--- src/rtl/assert_macros.svh ---
// Assertion macros used by the top RTL file of the inward rectifier block.
// Each macro assumes clk_i and rst_ni exist in the including module.
`ifndef ASSERT_MACROS_SVH
`define ASSERT_MACROS_SVH

// Property checked every clock edge outside reset.
`define IRC_ASSERT(lbl, prop) \
  lbl: assert property (@(posedge clk_i) disable iff (!rst_ni) (prop)) \
    else $error("irc assertion failed");

// Implication checked in the same cycle.
`define IRC_ASSERT_IMPL(lbl, ante, cons) \
  lbl: assert property (@(posedge clk_i) disable iff (!rst_ni) (ante) |-> (cons)) \
    else $error("irc assertion failed");

// Implication checked in the next cycle.
`define IRC_ASSERT_NEXT(lbl, ante, cons) \
  lbl: assert property (@(posedge clk_i) disable iff (!rst_ni) (ante) |=> (cons)) \
    else $error("irc assertion failed");

`endif

--- src/rtl/irc_pkg.sv ---
// Shared types and fixed-point constants of the inward rectifier current block.
// No dependencies; imported by every module of the block.
package irc_pkg;

  localparam int LW = 28;   // log2 values, signed Q16
  localparam int DW = 18;   // driving force V - EK
  localparam int VW = 17;   // voltage fields
  localparam int GW = 18;   // conductance gain, Q16
  localparam int QW = 17;   // gate and 2^-t results, Q16

  typedef logic signed [LW-1:0] log_t;
  typedef logic        [LW-1:0] ulog_t;

  // Linear exponent terms: floor((d + C) * K / 256)
  localparam logic signed [19:0] C_ALPHA = -20'sd15159;
  localparam logic signed [19:0] C_B1    =  20'sd1402;
  localparam logic signed [19:0] C_B2    = -20'sd152143;
  localparam logic signed [19:0] C_DEN   =  20'sd1217;
  localparam logic signed [16:0] K_ALPHA =  17'sd22550;
  localparam logic signed [16:0] K_B1    =  17'sd7594;
  localparam logic signed [16:0] K_B2    =  17'sd5838;
  localparam logic signed [16:0] K_DEN   = -17'sd48626;

  localparam log_t LOG2_B1     = -28'sd67207;
  localparam log_t LOG2_ALPHA0 =  28'sd1872;

  // 2^-f polynomial and log2(1+u) polynomial
  localparam logic [15:0] P_LIN    = 16'd44013;
  localparam logic [13:0] P_SQR    = 14'd11245;
  localparam logic [32:0] L_LIN_SH = 33'd5755240448;  // 87818 * 2^16
  localparam logic [14:0] L_SQR    = 15'd22282;

  localparam logic [QW-1:0] Q_ONE   = 17'd65536;
  localparam logic [4:0]    SH_ZERO = 5'd17;          // shift code meaning result is zero

  localparam logic signed [16:0] I_MIN = -17'sd65536;
  localparam logic signed [16:0] I_MAX =  17'sd65535;

endpackage

--- src/rtl/irc_pow2neg.sv ---
// Three-stage 2^-t evaluator: quadratic fraction polynomial, then integer shift.
// Depends on irc_pkg.
module irc_pow2neg (
  input  logic                   clk_i,
  input  logic                   en_i,
  input  irc_pkg::ulog_t         t_i,
  output logic [irc_pkg::QW-1:0] p_o
);
  import irc_pkg::*;

  logic [15:0]    f;
  logic [LW-17:0] n;
  logic [31:0]    ff_q, lf_q, lf2_q;
  logic [45:0]    sq_q;
  logic [4:0]     sh_q, sh2_q;
  logic [47:0]    tt;
  logic [QW-1:0]  pf;
  logic [QW-1:0]  p_q;

  assign f  = t_i[15:0];
  assign n  = t_i[LW-1:16];
  assign tt = {lf2_q, 16'b0} - {2'b0, sq_q};
  assign pf = Q_ONE - {1'b0, tt[47:32]};

  always_ff @(posedge clk_i) begin
    if (en_i) begin
      ff_q  <= 32'(f) * 32'(f);
      lf_q  <= 32'(P_LIN) * 32'(f);
      sh_q  <= (n > (LW-16)'(16)) ? SH_ZERO : 5'(n);
      sq_q  <= 46'(P_SQR) * 46'(ff_q);
      lf2_q <= lf_q;
      sh2_q <= sh_q;
      p_q   <= (sh2_q == SH_ZERO) ? '0 : (pf >> sh2_q);
    end
  end

  assign p_o = p_q;

endmodule

--- config.mk ---
export PLATFORM = sky130hd
export DESIGN_NAME = irc_pow2neg
export DESIGN_NICKNAME = d
export VERILOG_FILES = /design/src/rtl/assert_macros.svh /design/src/rtl/irc_pkg.sv /design/src/rtl/irc_pow2neg.sv
export SDC_FILE = /design/constraint.sdc
export NUM_CORES = 2
export LEC_CHECK = 0
export ABC_AREA = 1
export BUFFER_PORTS_ARGS = -buffer_cell sky130_fd_sc_hd__buf_2
export CAP_MARGIN = 40
export CORE_UTILIZATION = 30
export CTS_BUF_LIST = sky130_fd_sc_hd__clkbuf_8 sky130_fd_sc_hd__clkbuf_16
export CTS_CLUSTER_DIAMETER = 150
export DETAILED_ROUTE_END_ITERATION = 10
export MAX_ROUTING_LAYER = met4
export PLACE_DENSITY = 0.45
export SLEW_MARGIN = 20
export SYNTH_ARGS = -nofsm -noshare
export SYNTH_HDL_FRONTEND = slang
export SYNTH_SLANG_ARGS = --single-unit
--- constraint.sdc ---
create_clock -name clk_i -period 11.8 [get_ports clk_i]
set_input_delay 0.59 -clock clk_i [delete_from_list [all_inputs] [get_ports clk_i]]
set_output_delay 0.59 -clock clk_i [all_outputs]
set_load 0.005 [all_outputs]
---- Word level (Yosys, flattened, before mapping) ----
Cells that the tools add are included.
word-level totals
  register bits ........................... 169
  bits of input ports ..................... 30
  output and inout bits ................... 17
  logic and storage cells ................. 15
cells by class
  $lt $le $gt $ge ......................... 1
  shift-type cells ........................ 1
  equal/unequal tests ..................... 1
  add/sub/neg operators ................... 2
  multiply operators ...................... 3
operator list
  operator                number
  $sub 48x46->48          1
  $mul 14x32->46 const A  1
  $mul 16x16->32          1
  $mul 16x16->32 const A  1
  $shr 17x5->17           1
  $sub 17x16->17 const A  1
  $gt 12x5->1 const B     1
  $eq 5x5->1 const B      1

---- Longest topological paths before layout ----
  word-level depth ........................ 3
  mapped depth ............................ 29
  gate-level depth less buffers ........... 28

---- Least setup slack after synthesis ----
Ideal clock, no wire load.
  path kind ............................... input to register
  start point ............................. input port t_i[1]
  end point ............................... register ff_q[28], data pin
  cell stages on the path ................. 25
  arrival time ............................ 5926 ps
  slack ................................... 5613 ps
  buffers on the path ..................... 2
  path through ............................ clkbuf_1 clkbuf_1 nand2_1 fa_1 inv_1 ha_1 or2_2 fa_1 inv_1 fa_1 inv_1 fa_1 inv_1 fa_1 inv_1 ha_1 a21oi_1 inv_1 a21oi_1 o21ai_1 a21boi_0 o21ai_1 a31oi_1 o21ai_1 xor2_1
on the way
  word-level cells in the longest chain between the ends .. 1
RTL lines
  what                    RTL line           source
  start: declaration      irc_pow2neg.sv:6   input irc_pkg::ulog_t t_i,
  $mul 16x16->32          irc_pow2neg.sv:27  ff_q <= 32'(f) * 32'(f);
  end signal: assignment  irc_pow2neg.sv:27
  end: declaration        irc_pow2neg.sv:13  logic [31:0] ff_q, lf_q, lf2_q;
Every way passes these cells.
A chain may end at the register's enable or synchronous reset.

---- Worst setup path after layout ----
  start point ............................. register ff_q[14]
  end point ............................... register sq_q[42], data pin
on the way
  word-level cells in the longest chain between the ends .. 1
RTL lines
  what                    RTL line           source
  $mul 14x32->46          irc_pow2neg.sv:30  sq_q <= 46'(P_SQR) * 46'(ff_q);
  end signal: assignment  irc_pow2neg.sv:30
  end: declaration        irc_pow2neg.sv:14  logic [45:0] sq_q;
Every way passes these cells.

==> out/results.tsv <==
metric	value	unit
outcome	finished clean	
total CTS buffers	17	
clock tree from TritonCTS	yes	
vias in the first global route	23280	
CTS clk-pin slew, worst paths	70	ps
floorplan row count	118	
Root Driver	clkbuf_16	
fraction of layout cells with a size suffix above 1	0.04091	
total of max-cap violations	0	
final critical path time including I/O delays and setup	6792	ps
wire length after detailed routing	78360	um
grt ovf	0	
clock network latency to the later pin of the worst-skew pair	490	ps
global placement routability congestion	0.8662	
area of the mapped netlist	0.03146	sq mm
number of gates given a new drive strength after cts	0	
CTS sink cnt	165	
count of H-tree levels built during CTS	4	
sequential element share of the synthesized area	0.1575	
count of flip-flops with a built-in enable after synthesis	165	
routed via count	21860	
number of iterations in the first detailed-routing pass	6	
Final Hold Vio Count	0	
total negative slack for setup checks	0	ps
startpoint kind of the worst setup timing path	register	
unrepaired setup endpoints after global routing	false	
Crit Path Category	reg -> reg	
multi-input logic area	0.02228	sq mm
Worst Clk Skew	28.48	ps
maximum number of pins on one net before global-route repair	59	
count of endpoints failing setup in the final report	0	
average detailed-routed wire length per instance	15.53	um
final-layout fill cell count	11040	
maximum count of clock buffers along a single path	2	
effective utilization at floorplan	0.3031	
number of instances in the placed design	5015	
cts hold-fix bufs	0	
number of register bits inferred by synthesis	165	
endpoint of the worst-slack reg-to-reg timing path	sq_q[42]	
maximum clock frequency	147.2	MHz
ratio of routed vias to standard cells	4.330	
non-filler cells in the finished layout	5047	
worst hold path startpoint	t_i[16]	
final clock period utilization by the worst path	0.5756	
warnings from Yosys	0	
Post-DRT Antenna Nets	0	
number of standard cells after synthesis	3611	
data arrival time at the worst-slack endpoint	7000	ps
crit path max fanout	8	
Reg2Reg Launch Point	ff_q[14]	
DIE WIDTH	325.8	um
layout overhead on the synthesized area	8.083	%
flop2flop setup slack	5010	ps
Mapped Avg Cell Area	8.711	sq um
main flop type after synthesis	edfxtp_1	
critical path endpoint category	register	
data required time of the worst path	12010	ps
HPWL after detailed placement	68490	um
Final Max Tran Viols	0	
worst rel slew slack	0.5270	
overall global routing resource usage	0.1593	
wire length of the first global-routing pass	128500	um
antenna violations before repair	3	
Endpoint, Worst Hold	sh_q[0]	
initial DRC count	990	
total I/O pin count	47	
share of flip-flops with an asynchronous set or reset	0	
Synthesized Nets	4574	
full die area	0.1062	sq mm
count of buffers inserted at the top-level ports	46	
transition time at the pin with the least slew margin	709.5	ps
diodes inserted	0	
die span in y	325.8	um
number of post-CTS setup repair buffers	0	
min-delay worst type	in -> reg	
post-synthesis cell type count	49	
worst reg-to-reg path cell count	20	
DRC violation count after routing	0	
Cells on Worst Hold Path	2	
number of nets in the layout	4617	
standard cell core area	0.1038	sq mm
footprint of the flip-flops and latches	0.004955	sq mm
[worst max-delay path by stage]
stage | from | end | depth (start not counted)
after global placement | ff_q[14] | sq_q[42] | 20
after detailed placement | ff_q[14] | sq_q[42] | 20
after floorplan | t_i[1] | ff_q[28] | 25
final | ff_q[14] | sq_q[42] | 20
after CTS | ff_q[14] | sq_q[42] | 20
after global routing | ff_q[14] | sq_q[42] | 20
[kinds of logic after synthesis]
logic type      synth area share
compound gates           0.05151
flops                     0.1575
xor+xnor                 0.03476
simple gates              0.1359
fa+ha+maj                 0.4861
buf+inv                   0.1342
[area by class of cell]
type | instances | area share
flip-flops and latches | 165 | 0.1457
clock buffers | 17 | 0.01251
repair buffers | 51 | 0.009237
well taps | 1380 | 0.05079
inverters | 1096 | 0.1210
multi-input cells | 2323 | 0.6553
clock inverters | 15 | 0.005410
[synth_stat cells, types with 7 or more instances]
library cell | number | area share
xor2_1 | 84 | 0.023
clkbuf_1 | 21 | 0.0025
fa_1 | 482 | 0.31
nand2_1 | 581 | 0.069
a21o_1 | 16 | 0.0038
o21ai_0 | 36 | 0.0057
xnor2_1 | 39 | 0.011
nor2_2 | 11 | 0.0022
edfxtp_1 | 165 | 0.16
nand2_2 | 14 | 0.0028
nand4_1 | 36 | 0.0072
nor2_4 | 9 | 0.0032
nand3_1 | 124 | 0.020
a31oi_1 | 20 | 0.0040
o21ai_1 | 16 | 0.0025
a21oi_1 | 148 | 0.024
nor3_1 | 21 | 0.0033
inv_1 | 1090 | 0.13
o21a_1 | 7 | 0.0017
ha_1 | 451 | 0.18
o211ai_1 | 7 | 0.0017
nor2_1 | 154 | 0.018
[cell usage in the layout (no fill, tap or decap), types with 3 or more instances in the layout]
cell	instances
nor2_2	11
edfxtp_1	165
inv_6	6
clkinv_1	3
nand2_2	14
nand2_4	6
clkbuf_16	17
nand4_2	3
a21oi_1	148
buf_2	45
nand4_1	36
nor2_4	9
a21oi_2	4
nand3b_1	4
nand2_1	581
inv_2	3
a21o_1	16
nand3_1	124
o21ai_1	16
o21ai_2	3
inv_1	1090
fa_1	482
nor2_1	154
o21bai_1	5
o21a_1	7
a221oi_1	5
or2_2	5
nor3_1	21
inv_8	3
ha_1	451
a21boi_0	6
o21ai_0	36
xnor2_1	39
xor2_1	84
a31oi_1	20
buf_4	3
o211ai_1	7
and2_1	3
nand3_2	5
[metal layers]
layer / global-route usage / vias to the layer above / part of all wire
li1: - / 11080 / -
met1: 0.2177 / 10530 / 0.49
met2: 0.2595 / 203 / 0.47
met3: 0.01157 / 43 / 0.017
met4: 0.03133 / 0 / 0.015
met5: - / - / 0
[sequential cells by signal (all words and copies together) (netlist names)]
register  cells
sh_q          5
p_o          17
lf2_q        32
sq_q         44
lf_q         31
ff_q         31
sh2_q         5
[stage by stage]
step	setup slack, ps	area (sq um)	utilization	hold WS, ps
floorplan	5613	31460	-	400.3
global placement	4990	33330	0.3212	401.1
detailed placement	4931	33390	0.3217	404.5
CTS	4904	34000	0.3276	347.5
global route	4512	34000	0.3276	364.8
finish	5008	34000	0.3276	391.6
[critical path, stage by stage (launching register included)]
cell and delay (ps):
edfxtp_1 660, fa_1 620, inv_1 50, fa_1 530, inv_1 50, fa_1 470
fa_1 520, fa_1 580, inv_1 70, fa_1 500, inv_1 50, ha_1 400
a21oi_1 180, inv_1 80, a31oi_1 170, o21ai_0 110, a211oi_1 530, o21ai_0 270
a21oi_1 360, o21ai_0 150, xor2_1 190
Power is not shown: default switching activity piles up to over one toggle a cycle in this logic, so the estimate is an artifact.
