$ cat config.mk
export PLATFORM = sky130hd
export DESIGN_NAME = irc_lse
export DESIGN_NICKNAME = d
export VERILOG_FILES = /design/src/rtl/assert_macros.svh /design/src/rtl/irc_pkg.sv /design/src/rtl/irc_pow2neg.sv /design/src/rtl/irc_log1p.sv /design/src/rtl/irc_lse.sv
export SDC_FILE = /design/constraint.sdc
export NUM_CORES = 2
export LEC_CHECK = 0
export ABC_AREA = 1
export BUFFER_PORTS_ARGS = -buffer_cell sky130_fd_sc_hd__buf_2
export CORE_ASPECT_RATIO = 1.25
export CORE_MARGIN = 4
export CORE_UTILIZATION = 35
export CTS_BUF_LIST = sky130_fd_sc_hd__clkbuf_4
export DETAILED_ROUTE_END_ITERATION = 12
export GPL_ROUTABILITY_DRIVEN = 0
export PLACE_DENSITY = 0.46
export RECOVER_POWER = 50
export SYNTH_ARGS = -nofsm -noshare
export SYNTH_HDL_FRONTEND = slang
export SYNTH_SLANG_ARGS = --single-unit
$ cat constraint.sdc
create_clock -name clk_i -period 10.3 [get_ports clk_i]
set_input_delay 2.06 -clock clk_i [delete_from_list [all_inputs] [get_ports clk_i]]
set_output_delay 2.06 -clock clk_i [all_outputs]
set_load 0.03 [all_outputs]
$ cat src/rtl/assert_macros.svh
// Assertion macros used by the top RTL file of the inward rectifier block.
// Each macro assumes clk_i and rst_ni exist in the including module.
`ifndef ASSERT_MACROS_SVH
`define ASSERT_MACROS_SVH

// Property checked every clock edge outside reset.
`define IRC_ASSERT(lbl, prop) \
  lbl: assert property (@(posedge clk_i) disable iff (!rst_ni) (prop)) \
    else $error("irc assertion failed");

// Implication checked in the same cycle.
`define IRC_ASSERT_IMPL(lbl, ante, cons) \
  lbl: assert property (@(posedge clk_i) disable iff (!rst_ni) (ante) |-> (cons)) \
    else $error("irc assertion failed");

// Implication checked in the next cycle.
`define IRC_ASSERT_NEXT(lbl, ante, cons) \
  lbl: assert property (@(posedge clk_i) disable iff (!rst_ni) (ante) |=> (cons)) \
    else $error("irc assertion failed");

`endif

$ cat src/rtl/irc_pkg.sv
// Shared types and fixed-point constants of the inward rectifier current block.
// No dependencies; imported by every module of the block.
package irc_pkg;

  localparam int LW = 28;   // log2 values, signed Q16
  localparam int DW = 18;   // driving force V - EK
  localparam int VW = 17;   // voltage fields
  localparam int GW = 18;   // conductance gain, Q16
  localparam int QW = 17;   // gate and 2^-t results, Q16

  typedef logic signed [LW-1:0] log_t;
  typedef logic        [LW-1:0] ulog_t;

  // Linear exponent terms: floor((d + C) * K / 256)
  localparam logic signed [19:0] C_ALPHA = -20'sd15159;
  localparam logic signed [19:0] C_B1    =  20'sd1402;
  localparam logic signed [19:0] C_B2    = -20'sd152143;
  localparam logic signed [19:0] C_DEN   =  20'sd1217;
  localparam logic signed [16:0] K_ALPHA =  17'sd22550;
  localparam logic signed [16:0] K_B1    =  17'sd7594;
  localparam logic signed [16:0] K_B2    =  17'sd5838;
  localparam logic signed [16:0] K_DEN   = -17'sd48626;

  localparam log_t LOG2_B1     = -28'sd67207;
  localparam log_t LOG2_ALPHA0 =  28'sd1872;

  // 2^-f polynomial and log2(1+u) polynomial
  localparam logic [15:0] P_LIN    = 16'd44013;
  localparam logic [13:0] P_SQR    = 14'd11245;
  localparam logic [32:0] L_LIN_SH = 33'd5755240448;  // 87818 * 2^16
  localparam logic [14:0] L_SQR    = 15'd22282;

  localparam logic [QW-1:0] Q_ONE   = 17'd65536;
  localparam logic [4:0]    SH_ZERO = 5'd17;          // shift code meaning result is zero

  localparam logic signed [16:0] I_MIN = -17'sd65536;
  localparam logic signed [16:0] I_MAX =  17'sd65535;

endpackage

$ cat src/rtl/irc_pow2neg.sv
// Three-stage 2^-t evaluator: quadratic fraction polynomial, then integer shift.
// Depends on irc_pkg.
module irc_pow2neg (
  input  logic                   clk_i,
  input  logic                   en_i,
  input  irc_pkg::ulog_t         t_i,
  output logic [irc_pkg::QW-1:0] p_o
);
  import irc_pkg::*;

  logic [15:0]    f;
  logic [LW-17:0] n;
  logic [31:0]    ff_q, lf_q, lf2_q;
  logic [45:0]    sq_q;
  logic [4:0]     sh_q, sh2_q;
  logic [47:0]    tt;
  logic [QW-1:0]  pf;
  logic [QW-1:0]  p_q;

  assign f  = t_i[15:0];
  assign n  = t_i[LW-1:16];
  assign tt = {lf2_q, 16'b0} - {2'b0, sq_q};
  assign pf = Q_ONE - {1'b0, tt[47:32]};

  always_ff @(posedge clk_i) begin
    if (en_i) begin
      ff_q  <= 32'(f) * 32'(f);
      lf_q  <= 32'(P_LIN) * 32'(f);
      sh_q  <= (n > (LW-16)'(16)) ? SH_ZERO : 5'(n);
      sq_q  <= 46'(P_SQR) * 46'(ff_q);
      lf2_q <= lf_q;
      sh2_q <= sh_q;
      p_q   <= (sh2_q == SH_ZERO) ? '0 : (pf >> sh2_q);
    end
  end

  assign p_o = p_q;

endmodule

$ cat src/rtl/irc_log1p.sv
// Two-stage log2(1+u) approximation for u in unsigned Q16 [0, 1].
// Depends on irc_pkg.
module irc_log1p (
  input  logic                   clk_i,
  input  logic                   en_i,
  input  logic [irc_pkg::QW-1:0] u_i,
  output logic [irc_pkg::QW-1:0] g_o
);
  import irc_pkg::*;

  logic [31:0]   mu_q;
  logic [QW-1:0] u_q;
  logic [32:0]   inner;
  logic [49:0]   prod;
  logic [QW-1:0] g_q;

  assign inner = L_LIN_SH - {1'b0, mu_q};
  assign prod  = 50'(u_q) * 50'(inner);

  always_ff @(posedge clk_i) begin
    if (en_i) begin
      mu_q <= 32'(L_SQR) * 32'(u_i);
      u_q  <= u_i;
      g_q  <= prod[48:32];
    end
  end

  assign g_o = g_q;

endmodule

$ cat src/rtl/irc_lse.sv
// Log-sum-exp unit, log2(2^a + 2^b) = max + log2(1 + 2^-|a-b|), seven stages.
// Depends on irc_pkg, irc_pow2neg and irc_log1p.
module irc_lse (
  input  logic          clk_i,
  input  logic          en_i,
  input  irc_pkg::log_t a_i,
  input  irc_pkg::log_t b_i,
  output irc_pkg::log_t y_o
);
  import irc_pkg::*;

  logic signed [LW:0] diff;
  logic [LW:0]        adiff;
  log_t               m;
  log_t               m_q [6];
  ulog_t              t_q;
  logic [QW-1:0]      p;
  logic [QW-1:0]      g;
  log_t               y_q;

  assign diff  = {a_i[LW-1], a_i} - {b_i[LW-1], b_i};
  assign adiff = diff[LW] ? (LW+1)'(-diff) : (LW+1)'(diff);
  assign m     = (a_i > b_i) ? a_i : b_i;

  always_ff @(posedge clk_i) begin
    if (en_i) begin
      m_q[0] <= m;
      t_q    <= adiff[LW-1:0];
      for (int k = 1; k < 6; k++) begin
        m_q[k] <= m_q[k-1];
      end
      y_q <= m_q[5] + LW'(g);
    end
  end

  irc_pow2neg u_pow (
    .clk_i (clk_i),
    .en_i  (en_i),
    .t_i   (t_q),
    .p_o   (p)
  );

  irc_log1p u_log (
    .clk_i (clk_i),
    .en_i  (en_i),
    .u_i   (p),
    .g_o   (g)
  );

  assign y_o = y_q;

endmodule

After elaboration in Yosys (flattened, before gate mapping). Memories as Yosys holds them, arrays and structs flattened. Cells that the tools add are included. W data, S select, Z words.

$add $sub $neg: 6. Multiply operators: 5. Magnitude comparators: 2. Equality and inequality tests: 1. Shift operators: 1. Muxes and demuxes: 4.

Operator list (count): $mux W28 (2); $mul A17 B33 Y49 (1); $sub A48 B46 Y48 (1); $mul A14 B32 Y46 const A (1); $sub A33 B32 Y33 const A (1); $mul A16 B16 Y32 (1); $mul A16 B16 Y32 const A (1); $mul A14 B17 Y31 const A (1); $sub A28 B28 Y29 (1); $add A28 B17 Y28 (1); $gt A28 B28 Y1 (1); $neg A28 Y28 (1); $shr A17 B5 Y17 (1); $sub A17 B16 Y17 const A (1); $gt A12 B5 Y1 const B (1); $eq A5 B5 Y1 const B (1); $mux W1 (2).

Bits in registers: 290. Bits in writable memories: 168. Logic and storage cells: 32. Memories kept: 1.

Memories: m_q (depth 6, width 28, rd ports 6, clocked after Yosys merged registers in 0, write ports 6, RTL line irc_lse.sv:15) `log_t m_q [6];`.

Logic depth before layout (Yosys ltp).
Depth in word-level cells: 3. Mapped depth: 43. Mapped depth without buffers: 41.

Cells and area by module. From an unflattened synthesis, not the netlist that was laid out.

Cell total of the unflattened synthesis: 7833. Area total of the unflattened synthesis: 67329.6 sq um.

By module, submodules not included: irc_pow2neg (times used 1, cells each 3592, area an instance 31340.1 sq um, seq. area each 4954.8 sq um); irc_log1p (times used 1, cells each 3093, area an instance 24636.1 sq um, seq. area each 1891.8 sq um); irc_lse (times used 1, cells each 1148, area an instance 11353.4 sq um, seq. area each 6726.5 sq um).

Worst setup path before layout. Ideal clock, no wire load.

Path type: register to register. From: register u_log.u_q[1]. To: register u_log.g_q[10] (netlist: u_log.g_o[10]) (data pin). Library setup time: 0.265 ns. Data arrival time: 7.195 ns. Slack: 2.840 ns. Stages on the path, launching flop included: 41. Path buffers: 2. Path through: edfxtp_1 -> clkbuf_1 -> inv_1 -> ha_1 -> nand2_1 -> nor2_2 -> nand2_1 -> nor2_2 -> inv_2 -> nor2_4 -> nand2_2 -> nor3_2 -> a21oi_1 -> nor2_2 -> nor2_1 -> nor2_1 -> nand2_1 -> o21ai_0 -> [5 not listed] -> fa_1 -> fa_1 -> inv_1 -> fa_1 -> fa_1 -> inv_1 -> fa_1 -> inv_1 -> ha_1 -> a21oi_1 -> o21ai_0 -> a21oi_1 -> o21ai_0 -> nand3_1 -> o2111ai_1 -> a21boi_0 -> o21ai_0 -> xor2_1.

Longest elaborated chain between the ends: 1.

RTL lines: from (decl) (RTL line irc_log1p.sv:12) `logic [QW-1:0] u_q;`; from (signal assigned) (RTL line irc_log1p.sv:23) `u_q <= u_i;`; $mul A17 B33 Y49 (RTL line irc_log1p.sv:18) `assign prod = 50'(u_q) * 50'(inner);`; named net u_log.prod[42] (RTL line irc_log1p.sv:14) `logic [49:0] prod;`; to (signal assigned) (RTL line irc_log1p.sv:24) `g_q <= prod[48:32];`; to (decl) (RTL line irc_log1p.sv:15) `logic [QW-1:0] g_q;`.

The timed path passes the listed nets, and every way through them passes these cells. A chain may end at the register's enable or synchronous reset.

Worst setup path in the final report.
From: register u_log.u_q[1]. To: register u_log.g_q[14] (netlist: u_log.g_o[14]) (data pin).

Same word-level chain as after synthesis.

==> results <==
- Entering global routing, the biggest net connects 121 pins.
- The final routed wire length divided by cell count is 18.7 µm.
- The netlist uses 64 different library cells.
- In this run the worst path has a maximum fanout of 11.
- From left edge to right edge, the die measures roughly 390 µm.
- The worst hold path startpoint is u_pow.lf_q[25].
- The die is 487 µm tall.
- The worst pin sits at a relative slew slack of -3.51.
- The floorplan row count is 175.
- The final setup violation count is 0.
- The clock tree synthesis step divided the H-tree into 4 levels.
- The count of warnings emitted by yosys is 0.
- The clock tree root buffer cell is clkbuf_4.
- Once the clock tree was built, the resizer swapped 0 gates to a different size.
- The most frequent cell after synthesis is inv_1.
- The aggregate negative setup slack is 0 ps.
- In this run the deepest clock path goes through 3 buffers.
- The final critical-path share of the clock period is 0.814.
- The overall track demand over capacity in global routing is 0.196.
- The number of sinks handled by clock tree synthesis is about 450.
- The cell with the largest stage delay on the worst path is fa_1.
- The number of setup buffers added after CTS is 0.
- The sum of net half-perimeters after detailed placement is 152 mm.
- The final number of max-transition violations was 218.
- The checks that failed: capacitance limit, slew limit.
- Clock tree synthesis inserted a total of 133 buffers.
- Setup repair after global routing left no endpoint under its margin.
- The initial utilization of the core area, before any placement, comes to 0.352.
- The startpoint of the worst-slack reg-to-reg timing path is u_log.u_q[1].
- The number of buffers added on ports is 85.
- The synthesis-to-layout area growth is 7.74%.
- The proportion of synthesized chip area in sequential cells is 0.211.
- The initial antenna violation count is 4.
- The class of the worst hold path is reg2reg.
- The most frequently used flop master after synthesis is edfxtp_1.
- After floorplanning, the core was sized to cover 182000 µm².
- The number of nets at the end of the flow is 9011.
- The number of nets in the synthesized netlist is between 8000 and 9000.
- The gate count after technology mapping is between 7000 and 8000.
- After synthesis, the most frequently instantiated cells are inv_1 (1798), nand2_1 (1224), fa_1 (1001).
- The share of flip-flops with an asynchronous set or reset is 0.
- The via count of the first global-routing pass is 50500.
- The clock skew after layout is just over 90 ps.
- The share of synthesized area in the top cell type comes to 0.312.
- The DRC violation total after the first TritonRoute iteration is 2009.
- Buffers inserted to repair hold after CTS numbered 0.
- Before antenna repair, the detailed router went through 5 iterations.
- The highest achievable clock rate is between 100 and 150 MHz.
- In the routed layout, each cell is associated on average with a via count of around 4.7.
- The total overflow left after global routing is 0.
- Detailed routing inserted a total of 46100 vias.
- The DRC violation count after routing is 0.
- The wire length of the first global-routing pass is 286 mm.
- Counting flops and latches in the post-synthesis netlist gives 452.
- The number of routed nets with antenna violations is 0.
- Sorting the synthesized cells by area gives the leading types as fa_1 (31%), edfxtp_1 (21%), ha_1 (14%).
- The routed wire length is 181 mm.
- The post-synthesis area per instance is 9.10 µm².
- The largest single stage delay on the critical path is 530 ps.
- The final period demand of the worst path is roughly 8400 ps.
- The arrival time at the worst endpoint is 9190 ps.
- The critical path starts at u_log.u_q[1].
- The endpoint kind of the worst setup timing path is a flop.
- For the worst-skew pair, the clock arrives at the later sink with an insertion delay of 1080 ps.
- The startpoint kind of the worst setup timing path is a flop.
- Yosys mapped a number of flops with a built-in enable equal to 452.
- Clock-pin slew was measured on the worst setup and hold paths at 60 ps.
- The mapped netlist covers 64300 µm².
- The count of maximum capacitance violations is 3.
- The die outline area is 191000 µm².
- In the final layout, the share of cells above drive strength 1 is 0.0579.
- Summed over all instances, the cell type with the most area after synthesis is fa_1.
- The CTS tree is yes.
- The transition time at the pin with the least slew margin is 6760 ps.
- The boundary pin count is 86.
- The data required time at the worst endpoint is around 11000 ps.
- The final-report hold violation count came to 0.
- The worst setup path is of the reg2reg kind.
- The most numerous cell type found on the critical path is fa_1.
- The flow ran to the end, but the final reports show violations.
-- cell type report --
class / count / area (µm²)
Fill cell: 18800 / 113000
Multi-Input combinational cell: 4690 / 43500
Sequential cell: 452 / 13600
Inverter: 1810 / 6790
Tap cell: 2389 / 2990
Clock buffer: 179 / 1340
Timing Repair Buffer: 135 / 793
Clock inverter: 44 / 267
Antenna cell: 14 / 35.0
-- through the flow --
| stage | std cells | utilization | hold slack, ps | area, µm² | setup WS (ps) |
|---|---|---|---|---|---|
| after CTS | 9699 | 0.380 | 305 | 69300 | 1940 |
| after global placement | 9476 | 0.371 | 400 | 67600 | 1930 |
| after global routing | 9710 | 0.380 | 306 | 69300 | 1110 |
| after floorplan | 7067 | - | 400 | 64300 | 2840 |
| final | 9713 | 0.380 | 344 | 69300 | 1920 |
| after detailed placement | 9476 | 0.371 | 405 | 67600 | 1880 |
-- logic make-up (layout without fill, tap and decap cells) --
kind of cell	Yosys count	in the layout	synth area share
buffers and inverters	1925	2168	0.113
flip-flops	452	452	0.211
multiplexers	1	1	0.000156
AND/OR/NAND/NOR	2127	2127	0.138
other	0	14	0
AO/OA/AOI/OAI	591	591	0.0516
adder cells (fa/ha/maj)	1731	1731	0.454
XOR/XNOR	240	240	0.0328
-- path summary, 6_finish.rpt --
| path | to | cells after the start | slack [ps] |
|---|---|---|---|
| worst max-delay path | u_log.g_o[14] | 38 | 1920 |
| worst min-delay path | u_pow.lf2_q[25] | 0 | 340 |
| worst max register to register | u_log.g_o[14] | 38 | 1920 |
| worst min register to register | u_pow.lf2_q[25] | 0 | 340 |
-- critical path: cells and delay by family (launching register included) --
kind	cells	cell delay (ps)
buffers and inverters	6	810
AND/OR/NAND/NOR	14	1610
adder cells (fa/ha/maj)	8	3550
XOR/XNOR	1	170
flip-flops	1	400
AO/OA/AOI/OAI	9	1640
-- metal layers --
metal | vias up | wire length, µm | global-route usage
li1 | 22200 | - | -
met1 | 22800 | 69500 | 0.217
met2 | 784 | 96900 | 0.368
met3 | 323 | 5710 | 0.0271
met4 | 2 | 9190 | 0.0881
met5 | - | 13 | 0
-- registers in the layout (all words and copies together), names as in the netlist --
| register | cells |
|---|---|
| m_q | 168 |
| t_q | 28 |
| u_log.g_o | 17 |
| u_log.mu_q | 29 |
| u_log.u_q | 17 |
| u_pow.ff_q | 30 |
| u_pow.lf2_q | 31 |
| u_pow.lf_q | 32 |
| u_pow.p_o | 17 |
| u_pow.sh2_q | 5 |
| u_pow.sh_q | 5 |
| u_pow.sq_q | 45 |
| y_o | 28 |
-- cells in the final DEF (no fill, tap or decap), drive strengths merged, types with 128 or more instances in the layout --
cell and instances:
a21oi 303, buf 128, clkbuf 186, edfxtp 452, fa 1001, ha 730, inv 1812, nand2 1239
nand3 217, nor2 520, o21ai 167, xor2 158
Power is not shown: default switching activity piles up to over one toggle a cycle in this logic, so the estimate is an artifact.
